### src/design/rrqg_pkg.sv
// rrqg_pkg: shared types, register codes and constants for the round-robin queue grant block
// depends on nothing; used by every rrqg module
package rrqg_pkg;

    // fixed field widths
    localparam int unsigned LIMIT_REGS  = 4;
    localparam int unsigned LIMIT_W     = 7;
    localparam int unsigned QCOUNT_W    = 3;
    localparam int unsigned MASK_W      = 4;
    localparam int unsigned QSEL_W      = 2;
    localparam int unsigned REG_IDX_W   = 3;
    // compare width for queue numbers and counts (holds counts up to 15)
    localparam int unsigned CMP_W       = 4;

    // default parameter values
    localparam int unsigned DEF_QUEUES      = 4;
    localparam int unsigned DEF_MAX_WORKERS = 64;

    // item kinds
    typedef enum logic {
        FUNC_REQUEST  = 1'b0,
        FUNC_COMPLETE = 1'b1
    } t_func;

    // configuration register indexes
    typedef enum logic [REG_IDX_W-1:0] {
        REG_QUEUE_COUNT = 3'd0,
        REG_LIMIT_0     = 3'd1,
        REG_LIMIT_1     = 3'd2,
        REG_LIMIT_2     = 3'd3,
        REG_LIMIT_3     = 3'd4
    } t_reg_idx;

    // request / completion item
    typedef struct packed {
        logic                func;
        logic [MASK_W-1:0]   waiting_mask;
        logic [QSEL_W-1:0]   done_queue;
    } t_req;

    // result item
    typedef struct packed {
        logic                granted;
        logic [QSEL_W-1:0]   grant_queue;
        logic                underflow;
    } t_res;

    // configuration write
    typedef struct packed {
        logic [REG_IDX_W-1:0] index;
        logic [LIMIT_W-1:0]   value;
    } t_cfg_wr;

    // configuration register contents
    typedef struct packed {
        logic [QCOUNT_W-1:0]                 queue_count;
        logic [LIMIT_REGS-1:0][LIMIT_W-1:0]  limit;
    } t_cfg_regs;

endpackage

### src/design/rrqg_pick.sv
// rrqg_pick: rotating-priority search for the next queue to grant
// depends on rrqg_pkg; purely combinational
module rrqg_pick #(
    parameter int unsigned QUEUES      = rrqg_pkg::DEF_QUEUES,
    parameter int unsigned MAX_WORKERS = rrqg_pkg::DEF_MAX_WORKERS,
    localparam int unsigned PW         = $clog2(QUEUES),
    localparam int unsigned CW         = $clog2(MAX_WORKERS + 1)
) (
    input  rrqg_pkg::t_cfg_regs               i_regs,
    input  logic [rrqg_pkg::MASK_W-1:0]       i_waiting_mask,
    input  logic [PW-1:0]                     i_ptr,
    input  logic [QUEUES-1:0][CW-1:0]         i_in_flight,
    output logic                              o_hit,
    output logic [PW-1:0]                     o_queue,
    output logic [PW-1:0]                     o_next_ptr
);

    localparam int unsigned CMP_W = rrqg_pkg::CMP_W;
    localparam int unsigned LW    = rrqg_pkg::LIMIT_W;

    logic [CMP_W-1:0]  cnt;
    logic [CMP_W-1:0]  start;
    logic [QUEUES-1:0] waiting;
    logic [QUEUES-1:0] elig;
    logic [QUEUES-1:0] elig_hi;
    logic [CMP_W-1:0]  q_inc;

    // active count, clamped to the number of queues
    always_comb begin
        if (CMP_W'(i_regs.queue_count) > CMP_W'(QUEUES)) begin
            cnt = CMP_W'(QUEUES);
        end else begin
            cnt = CMP_W'(i_regs.queue_count);
        end
    end

    // start position: pointer reduced modulo the active count
    always_comb begin
        start = CMP_W'(i_ptr);
        for (int k = 0; k < QUEUES - 1; k++) begin
            if (cnt != '0 && start >= cnt) begin
                start = start - cnt;
            end
        end
    end

    // only the first four queues can report waiting work
    assign waiting = QUEUES'(i_waiting_mask);

    // per-queue eligibility: active, waiting and under the limit
    always_comb begin
        logic [LW-1:0] lim;
        for (int q = 0; q < QUEUES; q++) begin
            lim = '0;
            if (q < rrqg_pkg::LIMIT_REGS) begin
                lim = i_regs.limit[q % rrqg_pkg::LIMIT_REGS];
            end
            if (lim == '0 || lim > LW'(MAX_WORKERS)) begin
                lim = LW'(MAX_WORKERS);
            end
            elig[q]    = (CMP_W'(q) < cnt) && waiting[q] && (LW'(i_in_flight[q]) < lim);
            elig_hi[q] = elig[q] && (CMP_W'(q) >= start);
        end
    end

    // lowest eligible queue at or after start, else lowest overall
    always_comb begin
        o_hit   = |elig;
        o_queue = '0;
        for (int q = QUEUES - 1; q >= 0; q--) begin
            if (elig[q]) begin
                o_queue = PW'(q);
            end
        end
        for (int q = QUEUES - 1; q >= 0; q--) begin
            if (elig_hi[q]) begin
                o_queue = PW'(q);
            end
        end
    end

    // pointer moves past the granted queue, wrapping at the active count
    assign q_inc = CMP_W'(o_queue) + CMP_W'(1);
    assign o_next_ptr = (q_inc == cnt) ? '0 : PW'(q_inc);

endmodule
### config.mk
export PLATFORM = sky130hd
export DESIGN_NAME = rrqg_pick
export DESIGN_NICKNAME = d
export VERILOG_FILES = /design/src/design/rrqg_pkg.sv /design/src/design/rrqg_pick.sv
export SDC_FILE = /design/constraint.sdc
export NUM_CORES = 1
export LEC_CHECK = 0
export BUFFER_PORTS_ARGS = -buffer_cell sky130_fd_sc_hd__buf_2
export CORE_AREA = 2 2 77 79
export DETAILED_ROUTE_END_ITERATION = 16
export DIE_AREA = 0 0 79 81
export SLEW_MARGIN = 25
export SYNTH_ARGS = -nofsm -noshare
export SYNTH_HDL_FRONTEND = slang
export SYNTH_SLANG_ARGS = --single-unit
### constraint.sdc
create_clock -name vclk -period 9.56
set_clock_uncertainty 0.15 [all_clocks]
set_input_delay 0.956 -clock vclk [all_inputs]
set_output_delay 0.956 -clock vclk [all_outputs]
set_load 0.005 [all_outputs]
Word level (Yosys, flattened, before mapping)
Index checks and enable logic that the tools add are counted.

$add $sub $neg: 4. Multipliers: 0. Divide/modulo/power cells: 0. $lt $le $gt $ge: 20. Eq/ne operators: 1. Shift operators: 0. Mux-type cells: 17. Bitwise gates (word level): 0. Reduce and logical (&&, ||, !) cells: 25.

Operators with widths (number): 7-bit > comparator, second input constant (4); 7-bit logical NOT (4); 7-bit < comparator (4); 7-bit 2-to-1 mux (4); 2-bit 2-to-1 mux (9); 1-bit logical AND (15); 4-bit 2-to-1 mux (3); 1-bit by 4-bit greater-or-equal comparator with 1-bit output, first input constant (2); 2-bit by 4-bit greater-or-equal comparator with 1-bit output, first input constant (2); 4-bit greater-or-equal comparator (2); 1-bit by 4-bit < comparator with 1-bit output, first input constant (2); 2-bit by 4-bit < comparator with 1-bit output, first input constant (2); 4-bit subtractor (2); 3-bit by 4-bit == test with 1-bit output (1); 2-bit by 4-bit greater-or-equal comparator with 1-bit output (1); 1-bit logical OR (4); 4-bit nonzero test (1); 4-bit OR reduction (1); 2-bit by 4-bit subtractor with 4-bit output (1); 2-bit by 1-bit adder with 3-bit output, second input constant (1); 3-bit > comparator, second input constant (1); 3-bit 2-to-1 mux (1).

Bits in registers: 0. Latch bits: 0. RAM bits: 0. ROM bits: 0. Input port bits: 65. Memories: 0.

Logic depth before layout (Yosys ltp)
Gate-level depths: netlist (run 1).

Word-level depth: 20. Depth in mapped cells: 31.

Least setup slack after synthesis (run 1)
No wires, ideal clock.

Path kind: input to output. From: input i_regs[30] (netlist bit). To: output o_next_ptr[1]. Arrival: 7096 ps. Required time: 8454 ps. Slack: 1358 ps. Cell stages on the path: 29. Cells stage by stage: buf_2 > nor2b_1 > ha_1 > inv_1 > fa_1 > ha_1 > inv_1 > a21boi_0 > a21o_1 > ha_1 > fa_1 > or2b_1 > a31oi_1 > a21o_1 > mux2_2 > ha_1 > fa_1 > a21bo_2 > a21oi_1 > o31a_1 > a21o_2 > mux2_2 > or3b_2 > and3_1 > and2_1 > ha_1 > or3_1 > a31oi_1 > a211oi_2.

Word-level cells in the longest chain between the ends: 20. Elaborated cells on any way between the ends: 46. Classes of those cells: 4 x add/sub; 12 x order compare; 1 x eq/ne; 13 x mux; 16 x reduce/logical.

Ends and longest elaborated chain: start, declared (RTL line rrqg_pick.sv:9) `input rrqg_pkg::t_cfg_regs i_regs,`; 3-bit > comparator (RTL line rrqg_pick.sv:30) `if (CMP_W'(i_regs.queue_count) > CMP_W'(QUEUES)) begin`; 3-bit 2-to-1 mux (*) (RTL line rrqg_pick.sv:30); 2-bit by 4-bit greater-or-equal comparator with 1-bit output / 4-bit nonzero test (equally long branches) (RTL line rrqg_pick.sv:41) `if (cnt != '0 && start >= cnt) begin`; 1-bit logical AND (RTL line rrqg_pick.sv:41); 4-bit 2-to-1 mux (RTL line rrqg_pick.sv:41); 4-bit greater-or-equal comparator (RTL line rrqg_pick.sv:41); 1-bit logical AND (RTL line rrqg_pick.sv:41); 4-bit 2-to-1 mux (RTL line rrqg_pick.sv:41); [3 not listed]; 2-bit by 4-bit greater-or-equal comparator with 1-bit output (RTL line rrqg_pick.sv:62) `elig_hi[q] = elig[q] && (CMP_W'(q) >= start);`; 1-bit logical AND (RTL line rrqg_pick.sv:62); 2-bit 2-to-1 mux (3 in a row) (RTL line rrqg_pick.sv:76) `if (elig_hi[q]) begin`; 2-bit 2-to-1 mux (*) (RTL line rrqg_pick.sv:76); net o_queue[0] (RTL line rrqg_pick.sv:14) `output logic [PW-1:0] o_queue,`; 2-bit by 1-bit adder with 3-bit output (*) (RTL line rrqg_pick.sv:83) `assign q_inc = CMP_W'(o_queue) + CMP_W'(1);`; 3-bit by 4-bit == test with 1-bit output (RTL line rrqg_pick.sv:84) `assign o_next_ptr = (q_inc == cnt) ? '0 : PW'(q_inc);`; 2-bit 2-to-1 mux (*) (RTL line rrqg_pick.sv:84); end, declared (RTL line rrqg_pick.sv:15) `output logic [PW-1:0] o_next_ptr`.

Mark *: on every way through the listed nets, which the timed path passes. The rest lies on a longest branch.

Worst setup path after layout (run 1)
From: input i_regs[28] (netlist bit). To: output o_next_ptr[1].

Word-level cells in the longest chain between the ends: 20. Elaborated cells on any way between the ends: 46. Classes of those cells: 4 x add/sub; 12 x order compare; 1 x eq/ne; 13 x mux; 16 x reduce/logical.

Ends and longest elaborated chain (RTL line): 3-bit > comparator (rrqg_pick.sv:30); 3-bit 2-to-1 mux (*) (rrqg_pick.sv:30); 2-bit by 4-bit greater-or-equal comparator with 1-bit output / 4-bit nonzero test (equally long branches) (rrqg_pick.sv:41); 1-bit logical AND (rrqg_pick.sv:41); 4-bit 2-to-1 mux (rrqg_pick.sv:41); 4-bit greater-or-equal comparator (rrqg_pick.sv:41); 1-bit logical AND (rrqg_pick.sv:41); 4-bit 2-to-1 mux (rrqg_pick.sv:41); 4-bit greater-or-equal comparator (rrqg_pick.sv:41); 1-bit logical AND (rrqg_pick.sv:41); 4-bit 2-to-1 mux (rrqg_pick.sv:41); 2-bit by 4-bit greater-or-equal comparator with 1-bit output (rrqg_pick.sv:62); 1-bit logical AND (rrqg_pick.sv:62); 2-bit 2-to-1 mux (4 in a row) (rrqg_pick.sv:76); 2-bit by 1-bit adder with 3-bit output (rrqg_pick.sv:83); 3-bit by 4-bit == test with 1-bit output (rrqg_pick.sv:84); 2-bit 2-to-1 mux (*) (rrqg_pick.sv:84).

Mark *: on every way between the ends. The rest lies on a longest branch, timed or not.

==> impl_metrics.env, run 1 <==
export IMPL_grt_pass1_vias=1595
export IMPL_setup_tns_ns=0
export IMPL_synth_cell_type_count=58
export IMPL_synth_area_leader_cell="ha_1"
export IMPL_grt_pass1_wl_um=6580
export IMPL_crit_top_cell="ha_1"
export IMPL_fin_crit_sh_pct=92.2
export IMPL_total_power_uw=172
export IMPL_slew_violations=0
export IMPL_synth_net_count=310
export IMPL_synthSimpleGateAreaFrac_pct=31.0
export IMPL_initial_core_util_pct=28.3
export IMPL_holdBufCountCts=0
export IMPL_wire_per_inst_um=11.4
export IMPL_drive_gt1_share_pct=32.1
export IMPL_cp_arrival_ns=7.71
export IMPL_fp_dieW_um=79
export IMPL_clock_buffers=0
export IMPL_dieArea_um2=6400
export IMPL_start_kind="primary input"
export IMPL_slew_headroom_pct=55.1
export IMPL_pin_count=70
export IMPL_max_freq_mhz=113
export IMPL_coreArea_um2=5680
export IMPL_hp_class="primary input to output pin"
export IMPL_nFlopsAndLatches=0
export IMPL_syn_area_per_cell_um2=7.72
export IMPL_antenna_found_initial=0
export IMPL_vias=1760
export IMPL_slowest_stage="or3b_2"
export IMPL_seq_area_frac_synth_pct=0
export IMPL_required_ns=8.45
export IMPL_rsz0062_at_grt="no"
export IMPL_status="complete, no violations"
export IMPL_worstPathMaxFanout=6
export IMPL_gp_congestion=0.807
export IMPL_layout_commonest_cell="buf_2"
export IMPL_synth_fa_ha_area_share_pct=30.2
export IMPL_cp_slowest_stage_delay_ns=0.45
export IMPL_period_minus_slack_ns=8.81
export IMPL_via_per_inst=5.00
export IMPL_nFillCells=609
export IMPL_seqCellArea_um2=0
export IMPL_first_pass_iters=4
export IMPL_p_leak_uw=0.00101
export IMPL_overflow=0
export IMPL_worst_slack_ns=0.748
export IMPL_grt_max_degree=11
export IMPL_post_place_ws_ns=0.786
export IMPL_port_buffers=70
export IMPL_synth_area_um2=1610
export IMPL_syn_inst=208
export IMPL_muxShareOfSynthArea_pct=3.43
export IMPL_critPathKind="primary input to output pin"
export IMPL_yosys_area_top_type_share_pct=26.5
export IMPL_pwr_density_cell_nw_per_um2=84.3
export IMPL_cts_resized=0
export IMPL_dp_hpwl_um=3630
export IMPL_track_usage_pct=12.1
export IMPL_fin_nets=381
export IMPL_endpoint_kind="output pin"
export IMPL_synth_xor_area_share_pct=1.64
export IMPL_drt_wl_total_um=4030
export IMPL_layout_common_cells="70 x buf_2, 34 x ha_1, 21 x nand2b_1"
export IMPL_drt_iter0_drc=50
export IMPL_hold_viol=0
export IMPL_synth_top_family_by_area="simple AND/OR/NAND/NOR gates"
export IMPL_ys_warnings_count=0
export IMPL_setup_viol=0
export IMPL_cap_violations=0
export IMPL_worstMarginPinSlew_ns=0.667
export IMPL_die_h_um=81
export IMPL_drc_errors=0
export IMPL_ys_top_cells_by_area="ha_1 27%, nand2b_1 8.2%, a21oi_1 5.3%"
export IMPL_ant_nets=0
export IMPL_ir_drop_uv=35.0
export IMPL_postCtsSetupBuffers=0
export IMPL_antennaDiodeCount=0
export IMPL_synth_compound_area_share_pct=29.4
export IMPL_num_rows=28
export IMPL_area_delta_synth_final_pct=27.4
==> logic make-up (layout without fill, tap and decap cells) <==
logic type	Yosys count	count (layout)
xor+xnor	3	3
fa+ha+maj	37	37
compound gates	65	65
simple gates	80	80
buf+inv	18	87
mux	5	5
==> synth_stat cells (all sizes together) (3+ instances only) <==
cell type / n
ha: 34
nand2b: 21
a21oi: 17
inv: 17
nor2: 13
a21o: 10
nor2b: 7
o21ai: 7
nand3: 6
a211oi: 5
or3b: 5
mux2: 4
nand2: 4
nor4: 4
a31oi: 3
and2: 3
fa: 3
nand4: 3
nor3: 3
xnor2: 3
==> path summary, 6_finish.rpt <==
check / start / endpoint / slack, ns / cells after the start
max: i_regs[28] / o_next_ptr[1] / 0.75 / 30
min: i_waiting_mask[1] / o_hit / 2.36 / 6
==> power by group <==
group | leakage, uW | switching, uW | internal [uW] | total [uW]
Clock | 0 | 0 | 0 | 0
Combinational | 0.00101 | 87.9 | 84.5 | 172
Sequential | 0 | 0 | 0 | 0
Total | 0.00101 | 87.9 | 84.5 | 172
==> layout make-up <==
type               instances  area, um2  area share (%)
multi-input cells        190       1540            75.2
well taps                 75       93.8            4.59
inverters                 17       63.8            3.12
repair buffers            70        350            17.1
==> metrics by stage <==
stage	hold slack, ns	instance area (um2)	std cells	utilization, %
floorplan	2.02	1610	208	-
global placement	2.37	2040	352	36.0
detailed placement	2.37	2040	352	36.0
CTS	2.37	2040	352	36.0
global route	2.44	2040	352	36.0
finish	2.36	2040	352	36.0
==> worst max-delay path: cells and delay by family <==
kind,cells,cell delay [ns]
AO/OA/AOI/OAI,10,1.68
adder cells (fa/ha/maj),8,2.28
buffers and inverters,4,0.43
multiplexers,2,0.60
AND/OR/NAND/NOR,6,1.77
==> routing by layer <==
| layer | part of all wire (%) | routed length [um] | up-vias | GRT usage [%] |
|---|---|---|---|---|
| li1 | - | - | 936 | - |
| met5 | 0 | 0 | - | 0 |
| met2 | 50 | 2010 | 40 | 23.3 |
| met4 | 0 | 0 | 0 | 0.172 |
| met1 | 46 | 1850 | 784 | 15.8 |
| met3 | 4.2 | 171 | 0 | 0.778 |
(Power assumes the default switching activity.)
==> run 2, diff against run 1 <==
--- a/config.mk
+++ b/config.mk
@@ -6,9 +6,9 @@
 export NUM_CORES = 1
 export LEC_CHECK = 0
 export BUFFER_PORTS_ARGS = -buffer_cell sky130_fd_sc_hd__buf_2
-export CORE_AREA = 2 2 77 79
+export CORE_AREA = 2 2 59 102
 export DETAILED_ROUTE_END_ITERATION = 16
-export DIE_AREA = 0 0 79 81
+export DIE_AREA = 0 0 61 104
 export SLEW_MARGIN = 25
 export SYNTH_ARGS = -nofsm -noshare
 export SYNTH_HDL_FRONTEND = slang
==> run 2 against run 1 <==
Clock-buffer cell count is the same. First-iteration DRC count shrank 60%. Die area down 0.86%. Power grew 1.2%. Cell count rose by 0.28%. Utilization up 0.90 points. Critical path depth unchanged. Cell area is essentially flat. Global-route usage increased by 1.8 points. Combinational power about the same. Wire length increased by 7.2%. Via count grew 2.7%. Critical endpoint unchanged. Largest cell class unchanged.
==> impl_metrics.env, run 2 (synthesized netlist as in run 1, its figures left out) <==
export IMPL_status="complete, no violations"
export IMPL_layout_commonest_cell="buf_2"
export IMPL_dp_hpwl_um=3990
export IMPL_wl_met3_um=175
export IMPL_slowest_stage="or3b_2"
export IMPL_max_freq_mhz=113
export IMPL_cap_violations=0
export IMPL_via_per_inst=5.12
export IMPL_fp_dieW_um=61
export IMPL_min_path_cells=5
export IMPL_coreArea_um2=5540
export IMPL_rsz0062_at_grt="no"
export IMPL_wire_per_inst_um=12.2
export IMPL_clock_buffers=0
export IMPL_hp_class="primary input to output pin"
export IMPL_start_kind="primary input"
export IMPL_fin_crit_sh_pct=92.3
export IMPL_cp_slowest_stage_delay_ns=0.45
export IMPL_gp_congestion=0.881
export IMPL_drive_gt1_share_pct=32.1
export IMPL_p_leak_uw=0.00101
export IMPL_drt_iter0_drc=20
export IMPL_slew_violations=0
export IMPL_critPathKind="primary input to output pin"
export IMPL_drc_errors=0
export IMPL_layout_common_cells="70 x buf_2, 34 x ha_1, 21 x nand2b_1"
export IMPL_worstMarginPinSlew_ns=0.663
export IMPL_cp_top_family="adder cells"
export IMPL_pwr_density_cell_nw_per_um2=85.3
export IMPL_design_area_um2=2050
export IMPL_port_buffers=70
export IMPL_crit_top_cell="ha_1"
export IMPL_topRoutingLayerUsed="met4"
export IMPL_die_h_um=104
export IMPL_seqCellArea_um2=0
export IMPL_cts_resized=0
export IMPL_worst_path_stages=30
export IMPL_first_pass_iters=4
export IMPL_pin_count=70
export IMPL_nFlopsAndLatches=0
export IMPL_period_minus_slack_ns=8.82
export IMPL_setup_tns_ns=0
export IMPL_area_delta_synth_final_pct=27.4
export IMPL_fin_nets=381
export IMPL_overflow=0
export IMPL_antenna_found_initial=0
export IMPL_track_usage_pct=13.9
export IMPL_wl_met2_um=2420
export IMPL_setup_viol=0
export IMPL_endpoint_kind="output pin"
export IMPL_drt_wl_total_um=4320
export IMPL_hold_viol=0
export IMPL_postCtsSetupBuffers=0
export IMPL_cp_arrival_ns=7.71
export IMPL_grt_max_degree=11
export IMPL_ant_nets=0
export IMPL_ir_drop_uv=45.2
export IMPL_crit_buf_inv=4
export IMPL_required_ns=8.45
export IMPL_grt_pass1_vias=1848
export IMPL_worstPathMaxFanout=6
export IMPL_num_rows=36
export IMPL_vias=1807
export IMPL_dieArea_um2=6340
export IMPL_initial_core_util_pct=29.0
export IMPL_dpl_instance_area_um2=2050
export IMPL_met1_length_um=1610
export IMPL_holdBufCountCts=0
export IMPL_slew_headroom_pct=55.3
export IMPL_grt_pass1_wl_um=7200
export IMPL_antennaDiodeCount=0
## run 2: routing by layer
layer  track usage, %  up-vias
li1                 -      934
met1             13.8      804
met2             28.9       61
met3            0.498        8
met4             2.95        0
met5                0        -
## run 2: worst paths after layout
| kind | startpoint | end | slack (ns) |
|---|---|---|---|
| setup / recovery | i_regs[28] | o_next_ptr[1] | 0.74 |
| hold / removal | i_regs[28] | o_next_ptr[1] | 2.33 |
## run 2: power by group
group          internal, uW  leakage [uW]  switching [uW]
registers                 0             0               0
logic                  84.6       0.00101            89.9
clock network             0             0               0
total                  84.6       0.00101            89.9
## run 2: layout make-up
class                      count  area [um2]
fill                         628        3490
multi-input combinational    190        1540
timing repair buffer          70         350
tap                           76        95.1
inverter                      17        63.8
## run 2: worst min-delay path, cell delays in order
cell and delay (ns):
buf_2 0.14, nand3_1 0.10, a31oi_1 0.06, a211oi_2 0.14, buf_2 0.14
## run 2: stage by stage
step	instances	utilization, %	total power (uW)	hold WS (ns)	worst slack [ns]
global route	353	36.9	195	2.37	0.342
global placement	353	36.9	171	2.32	0.901
CTS	353	36.9	175	2.34	0.758
finish	353	36.9	174	2.33	0.739
detailed placement	353	36.9	174	2.33	0.762
floorplan	208	-	125	2.02	1.36
